File: src/sv/assert_macros.svh
// ---------------------------------------------------------------------------
// assertion macros
// shared concurrent assertion wrappers, compiled out with ASSERT_OFF
// ---------------------------------------------------------------------------
`ifndef ASSERT_MACROS_SVH
`define ASSERT_MACROS_SVH
`ifndef ASSERT_OFF
`define ASSERT_IMPLY(label, clk, rst, ante, cons) \
   label: assert property (@(posedge clk) disable iff (rst) (ante) |-> (cons)) \
      else $error("assertion failed");
`define ASSERT_NEVER(label, clk, rst, expr) \
   label: assert property (@(posedge clk) disable iff (rst) !(expr)) \
      else $error("assertion failed");
`else
`define ASSERT_IMPLY(label, clk, rst, ante, cons)
`define ASSERT_NEVER(label, clk, rst, expr)
`endif
`endif

File: src/sv/pda_pkg.sv
// ---------------------------------------------------------------------------
// pda_pkg
// types and constants of the pixel disturbance alert update pipeline
// ---------------------------------------------------------------------------
package pda_pkg;

   localparam int ANOM_W     = 16;
   localparam int LVL_W      = 15;
   localparam int DAY_W      = 16;
   localparam int CONF_W     = 16;
   localparam int STAT_W     = 3;
   localparam int HITS_W     = 8;
   localparam int PCT_W      = 7;
   localparam int CSR_IDX_W  = 3;
   localparam int CSR_DATA_W = 16;

   // derived arithmetic widths
   localparam int PN_W   = 15;  // miss count and percent divide operands
   localparam int SQ_W   = 16;  // square of a hit count
   localparam int PROD_W = 31;  // 16 x 15 products
   localparam int X_W    = 32;
   localparam int NUM_W  = 48;
   localparam int DSAT_W = 47;

   // divider shapes
   localparam int PN_QUO_W    = 15;
   localparam int PCT_QUO_W   = 8;
   localparam int CONF_QUO_W  = 16;
   localparam int PN_STEP_N   = 5;
   localparam int PCT_STEP_N  = 4;
   localparam int CONF_STEP_N = 2;

   // status codes
   localparam logic [STAT_W-1:0] ST_NONE        = 3'd0;
   localparam logic [STAT_W-1:0] ST_PROV_WEAK   = 3'd1;
   localparam logic [STAT_W-1:0] ST_CONF_WEAK   = 3'd2;
   localparam logic [STAT_W-1:0] ST_PROV_STRONG = 3'd3;
   localparam logic [STAT_W-1:0] ST_CONF_STRONG = 3'd4;

   // register indexes
   localparam logic [CSR_IDX_W-1:0] CSR_CURRENT_DAY   = 3'd0;
   localparam logic [CSR_IDX_W-1:0] CSR_ANOMALY_LEVEL = 3'd1;
   localparam logic [CSR_IDX_W-1:0] CSR_STRONG_LEVEL  = 3'd2;
   localparam logic [CSR_IDX_W-1:0] CSR_CONFIRM_LEVEL = 3'd3;
   localparam logic [CSR_IDX_W-1:0] CSR_WINDOW_DAYS   = 3'd4;

   // register reset values
   localparam logic [DAY_W-1:0]  RST_CURRENT_DAY   = 16'd0;
   localparam logic [LVL_W-1:0]  RST_ANOMALY_LEVEL = 15'd50;
   localparam logic [LVL_W-1:0]  RST_STRONG_LEVEL  = 15'd200;
   localparam logic [CONF_W-1:0] RST_CONFIRM_LEVEL = 16'd1600;
   localparam logic [DAY_W-1:0]  RST_WINDOW_DAYS   = 16'd365;

   localparam logic [HITS_W-1:0] HITS_CAP     = 8'd253;
   localparam logic [PCT_W-1:0]  PCT_FULL     = 7'd100;
   localparam logic [PCT_W-1:0]  PCT_LOW      = 7'd33;
   localparam logic [CONF_W-1:0] CONF_SAT     = 16'd65000;
   localparam logic [16:0]       CONF_SAT_P1  = 17'd65001;

   typedef struct packed {
      logic [STAT_W-1:0] status;
      logic [LVL_W-1:0]  peak;
      logic [CONF_W-1:0] conf;
      logic [DAY_W-1:0]  start;
      logic [HITS_W-1:0] hits;
      logic [PCT_W-1:0]  pct;
      logic [DAY_W-1:0]  dur;
      logic [DAY_W-1:0]  last;
   } rec_type;

   // everything that travels down the pipeline with one request
   typedef struct packed {
      logic              obs;
      logic              disturbed;
      logic [LVL_W-1:0]  a;
      rec_type           raw;
      rec_type           cur;
      logic [HITS_W-1:0] pc;
      logic [PN_W-1:0]   pnum;
      logic [PN_W-1:0]   pn;
      logic [SQ_W-1:0]   pc2;
      logic              need_div;
      logic [PN_W-1:0]   dnum;
      logic [PN_W-1:0]   dden;
      logic [PROD_W-1:0] t1;
      logic [PROD_W-1:0] t2;
      logic [PN_W-1:0]   pcpn1;
      logic [X_W-1:0]    x;
      logic [PROD_W-1:0] den;
      logic [SQ_W-1:0]   h2;
      logic [NUM_W-1:0]  num;
      logic [DSAT_W-1:0] dsat;
      logic              sat;
   } ctx_type;

endpackage

File: src/sv/pda_div.sv
// ---------------------------------------------------------------------------
// pda_div
// pipelined restoring divider, a few quotient bits per stage, with side data
// ---------------------------------------------------------------------------
module pda_div #(
   parameter int NUM_W  = pda_pkg::PN_W,
   parameter int DEN_W  = pda_pkg::PCT_W,
   parameter int QUO_W  = pda_pkg::PN_QUO_W,
   parameter int STEP_N = pda_pkg::PN_STEP_N,
   parameter int SIDE_W = 1
) (
   input  logic              clock,
   input  logic              reset,
   input  logic              in_valid,
   input  logic [NUM_W-1:0]  num,
   input  logic [DEN_W-1:0]  den,
   input  logic [SIDE_W-1:0] side_in,
   output logic              out_valid,
   output logic [QUO_W-1:0]  quo,
   output logic [SIDE_W-1:0] side_out
);

   localparam int STAGE_N = (QUO_W + STEP_N - 1) / STEP_N;
   localparam int XW      = (NUM_W > DEN_W + QUO_W) ? NUM_W : DEN_W + QUO_W;

   logic              vld_ff  [STAGE_N];
   logic [NUM_W-1:0]  rem_ff  [STAGE_N];
   logic [QUO_W-1:0]  quo_ff  [STAGE_N];
   logic [DEN_W-1:0]  den_ff  [STAGE_N];
   logic [SIDE_W-1:0] side_ff [STAGE_N];

   logic              vld_src  [STAGE_N];
   logic [NUM_W-1:0]  rem_src  [STAGE_N];
   logic [QUO_W-1:0]  quo_src  [STAGE_N];
   logic [DEN_W-1:0]  den_src  [STAGE_N];
   logic [SIDE_W-1:0] side_src [STAGE_N];

   logic [NUM_W-1:0]  rem_in [STAGE_N];
   logic [QUO_W-1:0]  quo_in [STAGE_N];

   genvar s;
   for (s = 0; s < STAGE_N; s++) begin : g_stage
      if (s == 0) begin : g_first
         assign vld_src[s]  = in_valid;
         assign rem_src[s]  = num;
         assign quo_src[s]  = '0;
         assign den_src[s]  = den;
         assign side_src[s] = side_in;
      end else begin : g_next
         assign vld_src[s]  = vld_ff[s-1];
         assign rem_src[s]  = rem_ff[s-1];
         assign quo_src[s]  = quo_ff[s-1];
         assign den_src[s]  = den_ff[s-1];
         assign side_src[s] = side_ff[s-1];
      end

      always_comb begin : p_steps
         logic [NUM_W-1:0] rem_v;
         logic [QUO_W-1:0] quo_v;
         logic [XW-1:0]    sh_v;
         int               bi;
         rem_v = rem_src[s];
         quo_v = quo_src[s];
         sh_v  = '0;
         bi    = 0;
         for (int k = 0; k < STEP_N; k++) begin
            if (s * STEP_N + k < QUO_W) begin
               bi   = QUO_W - 1 - (s * STEP_N + k);
               sh_v = XW'(den_src[s]) << bi;
               if (XW'(rem_v) >= sh_v) begin
                  rem_v = rem_v - sh_v[NUM_W-1:0];
                  quo_v = quo_v | (QUO_W'(1) << bi);
               end
            end
         end
         rem_in[s] = rem_v;
         quo_in[s] = quo_v;
      end

      always_ff @(posedge clock) begin
         if (reset) begin
            vld_ff[s] <= 1'b0;
         end else begin
            vld_ff[s] <= vld_src[s];
         end
         rem_ff[s]  <= rem_in[s];
         quo_ff[s]  <= quo_in[s];
         den_ff[s]  <= den_src[s];
         side_ff[s] <= side_src[s];
      end
   end

   assign out_valid = vld_ff[STAGE_N-1];
   assign quo       = quo_ff[STAGE_N-1];
   assign side_out  = side_ff[STAGE_N-1];

endmodule

File: config.mk
export PLATFORM = sky130hd
export DESIGN_NAME = pda_div
export DESIGN_NICKNAME = d
export VERILOG_FILES = /design/src/sv/assert_macros.svh /design/src/sv/pda_pkg.sv /design/src/sv/pda_div.sv
export SDC_FILE = /design/constraint.sdc
export NUM_CORES = 1
export LEC_CHECK = 0
export ABC_AREA = 1
export BUFFER_PORTS_ARGS = -buffer_cell sky130_fd_sc_hd__buf_2
export CAP_MARGIN = 20
export CORE_MARGIN = 3
export CORE_UTILIZATION = 35
export CTS_CLUSTER_SIZE = 8
export DETAILED_ROUTE_END_ITERATION = 10
export RECOVER_POWER = 50
export SLEW_MARGIN = 20
export SYNTH_ARGS = -nofsm -noshare
export SYNTH_HDL_FRONTEND = slang
export SYNTH_SLANG_ARGS = --single-unit
File: constraint.sdc
create_clock -name clock -period 19.9 [get_ports clock]
set_clock_uncertainty 0.05 [all_clocks]
set_input_delay 1.99 -clock clock [delete_from_list [all_inputs] [get_ports clock]]
set_output_delay 1.99 -clock clock [all_outputs]
set_load 0.05 [all_outputs]
==> Word-level counts from Yosys, hierarchy flattened <==
Memory sizes are Yosys's and may differ from the RTL's.
Index checks and enable logic that the tools add are counted.
{ "classes": {"n_addsub": 15, "magnitude_cmp": 15, "bitwise": 3, "muxes": 36} }
{ "op_table": {"columns": ["operator", "count"], "rows": [
  ["$mux 15", 16],
  ["$sub 15x15->15", 7],
  ["$ge 15x21->1", 1],
  ["$ge 15x20->1", 1],
  ["$ge 15x19->1", 1],
  ["$ge 15x18->1", 1],
  ["$ge 15x17->1", 1],
  ["$ge 15x16->1", 1],
  ["$ge 15x10->1", 1],
  ["$ge 15x11->1", 1],
  ["$ge 15x12->1", 1],
  ["$ge 15x13->1", 1],
  ["$ge 15x14->1", 1],
  ["$ge 15x15->1", 1],
  ["$ge 15x7->1", 1],
  ["$ge 15x8->1", 1],
  ["$ge 15x9->1", 1],
  ["$sub 15x10->15", 1],
  ["$sub 15x11->15", 1],
  ["$sub 15x12->15", 1],
  ["$sub 15x13->15", 1],
  ["$sub 15x14->15", 1],
  ["$sub 15x7->15", 1],
  ["$sub 15x8->15", 1],
  ["other kinds (16)", 24]
]} }
{ "word_totals": {"in_bits": 26, "memories": 5, "wordCells": 74, "regBits": 0, "mem_bits_rw": 117} }
{ "mem_list": {"columns": ["memory", "depth", "width", "rd", "rd_ports_with_merged_regs", "wr", "line", "source"], "rows": [
  ["quo_ff", 3, 15, 3, 0, 3, "pda_div.sv:28", "logic [QUO_W-1:0] quo_ff [STAGE_N];"],
  ["rem_ff", 3, 15, 2, 0, 3, "pda_div.sv:27", "logic [NUM_W-1:0] rem_ff [STAGE_N];"],
  ["den_ff", 3, 7, 2, 0, 3, "pda_div.sv:29", "logic [DEN_W-1:0] den_ff [STAGE_N];"],
  ["side_ff", 3, 1, 3, 0, 3, "pda_div.sv:30", "logic [SIDE_W-1:0] side_ff [STAGE_N];"],
  ["vld_ff", 3, 1, 3, 0, 3, "pda_div.sv:26", "logic vld_ff [STAGE_N];"]
]} }

==> Longest topological paths before layout <==
An unclocked memory read counts as a cell.
{ "logic_depth": {"word_depth": 11, "mapped_depth": 62, "ltp_nobuf": 59} }

==> Worst setup path before layout <==
OpenSTA, ideal clock, no wires.
{ "synth_path": {"kind": "register to register", "from": "mem den_ff[0][1] in the netlist's numbering", "to": "mem rem_ff[0][26] in the netlist's numbering", "arrival_ns": 8.198, "required_time_ns": 19.763, "path_slack_ns": 11.565, "n_path_buf": 4, "stages_incl_launch_ff": 56, "synth_period_minus_slack_ns": 8.335, "cell_sequence": "dfxtp_1 > inv_1 > ha_1 > nand2_1 > nor2_1 > nor2_1 > o21ai_1 > nand2_1 > a21oi_2 > buf_2 > mux2_2 > ha_1 > a21oi_1 > o21ai_1 > nand4_1 > o211ai_1 > nor2b_1 > buf_2 > [20 not listed] > nor2_1 > nor2_1 > o21bai_1 > a41oi_1 > nand3_1 > buf_2 > nand2_1 > o21ai_0 > fa_1 > a221o_1 > nand3_1 > a21oi_1 > nor2_1 > nand3_1 > nor2_2 > buf_4 > nand2_1 > o31ai_1"} }
{ "synth_lines": {"columns": ["item", "line"], "rows": [
  ["from (decl)", "pda_div.sv:29"],
  ["to (decl)", "pda_div.sv:27"]
]} }

==> results by group <==
GRT
  – Largest net degree at the start of global routing: 17
  – First-pass GRT wire length: 28.2 mm
  – Initial antenna violation count: 0
  – Vias in the first global route: 6060
  – Total gr overflow: 0
  – Total GRT Usage: 15.4%

Critical path
  – Slowest cell on the critical path: dfxtp_1
  – WP data arrival: 10670 ps
  – R2R Setup Slk: 9410 ps
  – Worst path buffer plus inverter count: 8
  – Critical Path RT: 20070 ps
  – RR Endpoint: rem_ff[0][27]$_DFF_P_
  – Reg-to-reg startpoint: den_ff[0][1]$_DFF_P_
  – CP Launch Type: flip-flop
  – CP top delay family: compound AO/OA/AOI/OAI gates
  – Register-to-Register Path Depth: 54
  – CP Max Fanout: 16
  – WS Path Type: reg -> reg
  – CP peak stage delay: between 500 and 600 ps
  – Crit path depth: 54
  – Crit path capture type: flip-flop

Finish
  – Share of layout cells above drive strength 1: 10.6%
  – Design Area, Final: 7890 um^2
  – Final #Nets: 1188
  – Antenna Cells: 0
  – Layout area overhead: 10.4%

STA
  – Final Cycle Share: 52.7%
  – Worst-margin pin slew: between 600 and 700 ps
  – Setup TNS: 0 ps
  – Relative slew slack: approximately 58%
  – Setup-violating endpoint count in the final report: 0
  – Crit path time final: 10490 ps
  – Unrepaired setup endpoints after global routing: false
  – Final hold violations: 0
  – Fmax: 0.0953 GHz
  – Setup ws final: around 9400 ps
  – Slew Viols, Final: 0

Clock tree
  – Post-CTS Resized: 0
  – Clk sinks: 80
  – H-tree levels: 3
  – Root Buffer: clkbuf_16
  – Postcts setup bufs: 0
  – CTS Buf Count: 9
  – Hold_buf cts: 0
  – Worst-case clock buffer depth: 2
  – Reg clk slew, reported paths: about 70 ps
  – CTS tree: built
  – Clock Latency Late Sink: 340 ps

Min path
  – HP Class: reg -> reg
  – Beginning of the worst hold path: quo_ff[0][27]$_DFF_P_
  – Hold Path End: quo_ff[0][42]$_DFF_P_
  – Hold Crit Depth: 0

Synthesis
  – Sequential share of the synthesized area: between 20 and 25%
  – Yosys Warn Count: 0
  – Synth area leader: dfxtp_1
  – Compound-Gate Fraction of Synth Area: about an eighth
  – Largest family of logic cells by synthesized area: simple AND/OR/NAND/NOR gates
  – Synth Register Bits: 80
  – Post-synth EDFFs: 0
  – Count leader, synth: nand2_1
  – Top-area cell type share of the netlist area: 22.4%
  – Synthesized instance count: 1022
  – Xor/xnor share of the synthesized area: ~5.4%
  – Syn_area_per_cell: ~7 um^2
  – Post-Synthesis Net Count: between 1k and 1.5k
  – Mux contribution to synthesized area: 0.158%
  – Cell variety after synth: about 50
  – FFs w/ async S/R, synth: 0%
  – Post-synth top cells: nand2_1 (241), inv_1 (154), ha_1 (84)
  – Mapped Area: around 7100 um^2
  – Post-synthesis adder-cell area fraction: between 15 and 20%
  – Simple-gate area share of the yosys netlist: 30.9%
  – Top cells by area, synth: dfxtp_1 (22%), ha_1 (15%), nand2_1 (13%)
  – Ys flop type: dfxtp_1

Place
  – Gpl congestion: 0.891
  – DP HPWL: approximately 14 mm
  – Worst Setup Slack post-DPL: slightly above 9000 ps
  – Area after DPL: approximately 7600 um^2
  – Port-buffer cells: 42

Floorplan
  – Core Box Area: roughly 20000 um^2
  – Ports: 43
  – Floorplan row count: a little over 50
  – Die H: around 150 um
  – Die area: ~22000 um^2
  – Die width: roughly 150 um
  – Starting Density: 36.1%

Drt
  – Routed wire length: 16.8 mm
  – Via/cell ratio: roughly 4.8
  – DR vias: 6377
  – 1st-iter DRT viols: 260
  – Wire per inst: between 10 and 15 um
  – DRT antenna net count: 0
  – Residual DRC count: 0
  – First drt pass iteration count: 4

Job
  – Max-cap viol count: 0

Run status
  – Status: finished, final reports clean
==> how the worst max path moves through the flow <==
stage                                    start                     to
final                     den_ff[0][1]$_DFF_P_  rem_ff[0][27]$_DFF_P_
after CTS                 den_ff[0][1]$_DFF_P_  rem_ff[0][27]$_DFF_P_
after floorplan           den_ff[0][1]$_DFF_P_  rem_ff[0][26]$_DFF_P_
after detailed placement  den_ff[0][1]$_DFF_P_  rem_ff[0][27]$_DFF_P_
after global routing      den_ff[0][1]$_DFF_P_  rem_ff[0][29]$_DFF_P_
after global placement    den_ff[0][1]$_DFF_P_  rem_ff[0][27]$_DFF_P_
==> stage by stage <==
step | hold slack, ps | utilization (%) | instances
5_1_grt | 280 | 39.9 | 1335
2_1_floorplan | 260 | - | 1022
3_5_place_dp | 262 | 38.4 | 1320
4_1_cts | 274 | 40.0 | 1335
6_report | 276 | 39.9 | 1335
3_3_place_gp | 260 | 38.4 | 1320
==> cell type report <==
| type | count | area (um^2) |
|---|---|---|
| clock buffers | 9 | 225 |
| clock inverters | 6 | 90.1 |
| well taps | 265 | 332 |
| flip-flops and latches | 80 | 1600 |
| repair buffers | 42 | 196 |
| fillers | 2143 | 11900 |
| multi-input cells | 772 | 4840 |
| inverters | 161 | 604 |
==> cells in the final DEF, fill, tap and decap left out, types with 2 or more instances in the layout <==
master / instances
xnor2_1: 22
nor2_2: 8
a21oi_1: 58
nand2_8: 2
o211ai_1: 2
ha_1: 84
nor2_8: 3
nand2_1: 241
or2_2: 4
bufinv_16: 2
nand4_1: 19
o21ai_2: 3
nor2_4: 4
o21ai_0: 75
clkbuf_16: 9
clkbuf_1: 11
nand3b_1: 5
xor2_1: 22
nand2_4: 8
inv_6: 2
a21o_1: 4
inv_2: 6
buf_2: 31
nand3_2: 5
inv_1: 154
nand2_2: 16
dfxtp_1: 80
o21bai_1: 6
a41oi_1: 2
fa_1: 12
o31ai_1: 2
a21oi_2: 4
nand3_1: 58
o21a_1: 5
nor4_1: 9
nor3_1: 6
nor2_1: 69
o21ai_1: 4
==> worst reg2reg max path, delay by kind of cell (launching register included) <==
family | cells | cell delay (ps)
flops | 1 | 530
xor+xnor | 1 | 150
mux | 1 | 420
fa+ha+maj | 5 | 1810
simple gates | 23 | 3180
compound gates | 16 | 3200
buf+inv | 8 | 1030
==> metal layers <==
layer	share of wire, %	track usage, %	wire, um
met5	0	0	0
met4	1.8	5.22	309
met3	3.9	1.64	650
met2	47	26.6	7920
met1	47	20.2	7950
==> state kept, by name, indices dropped and copies added, names as in the netlist <==
signal	count
vld_ff	3
rem_ff	30
quo_ff	30
den_ff	14
side_ff	3
==> logic make-up (layout without fill, tap and decap cells) <==
logic type               count (synthesis)  in the layout
AND/OR/NAND/NOR                        461            461
AO/OA/AOI/OAI                          170            170
buffers and inverters                  170            218
adder cells (fa/ha/maj)                 96             96
flip-flops                              80             80
XOR/XNOR                                44             44
multiplexers                             1              1
Power is left out: the tool's default activity adds up to more than one toggle a clock period on the data nets, which glitch-free logic cannot reach.
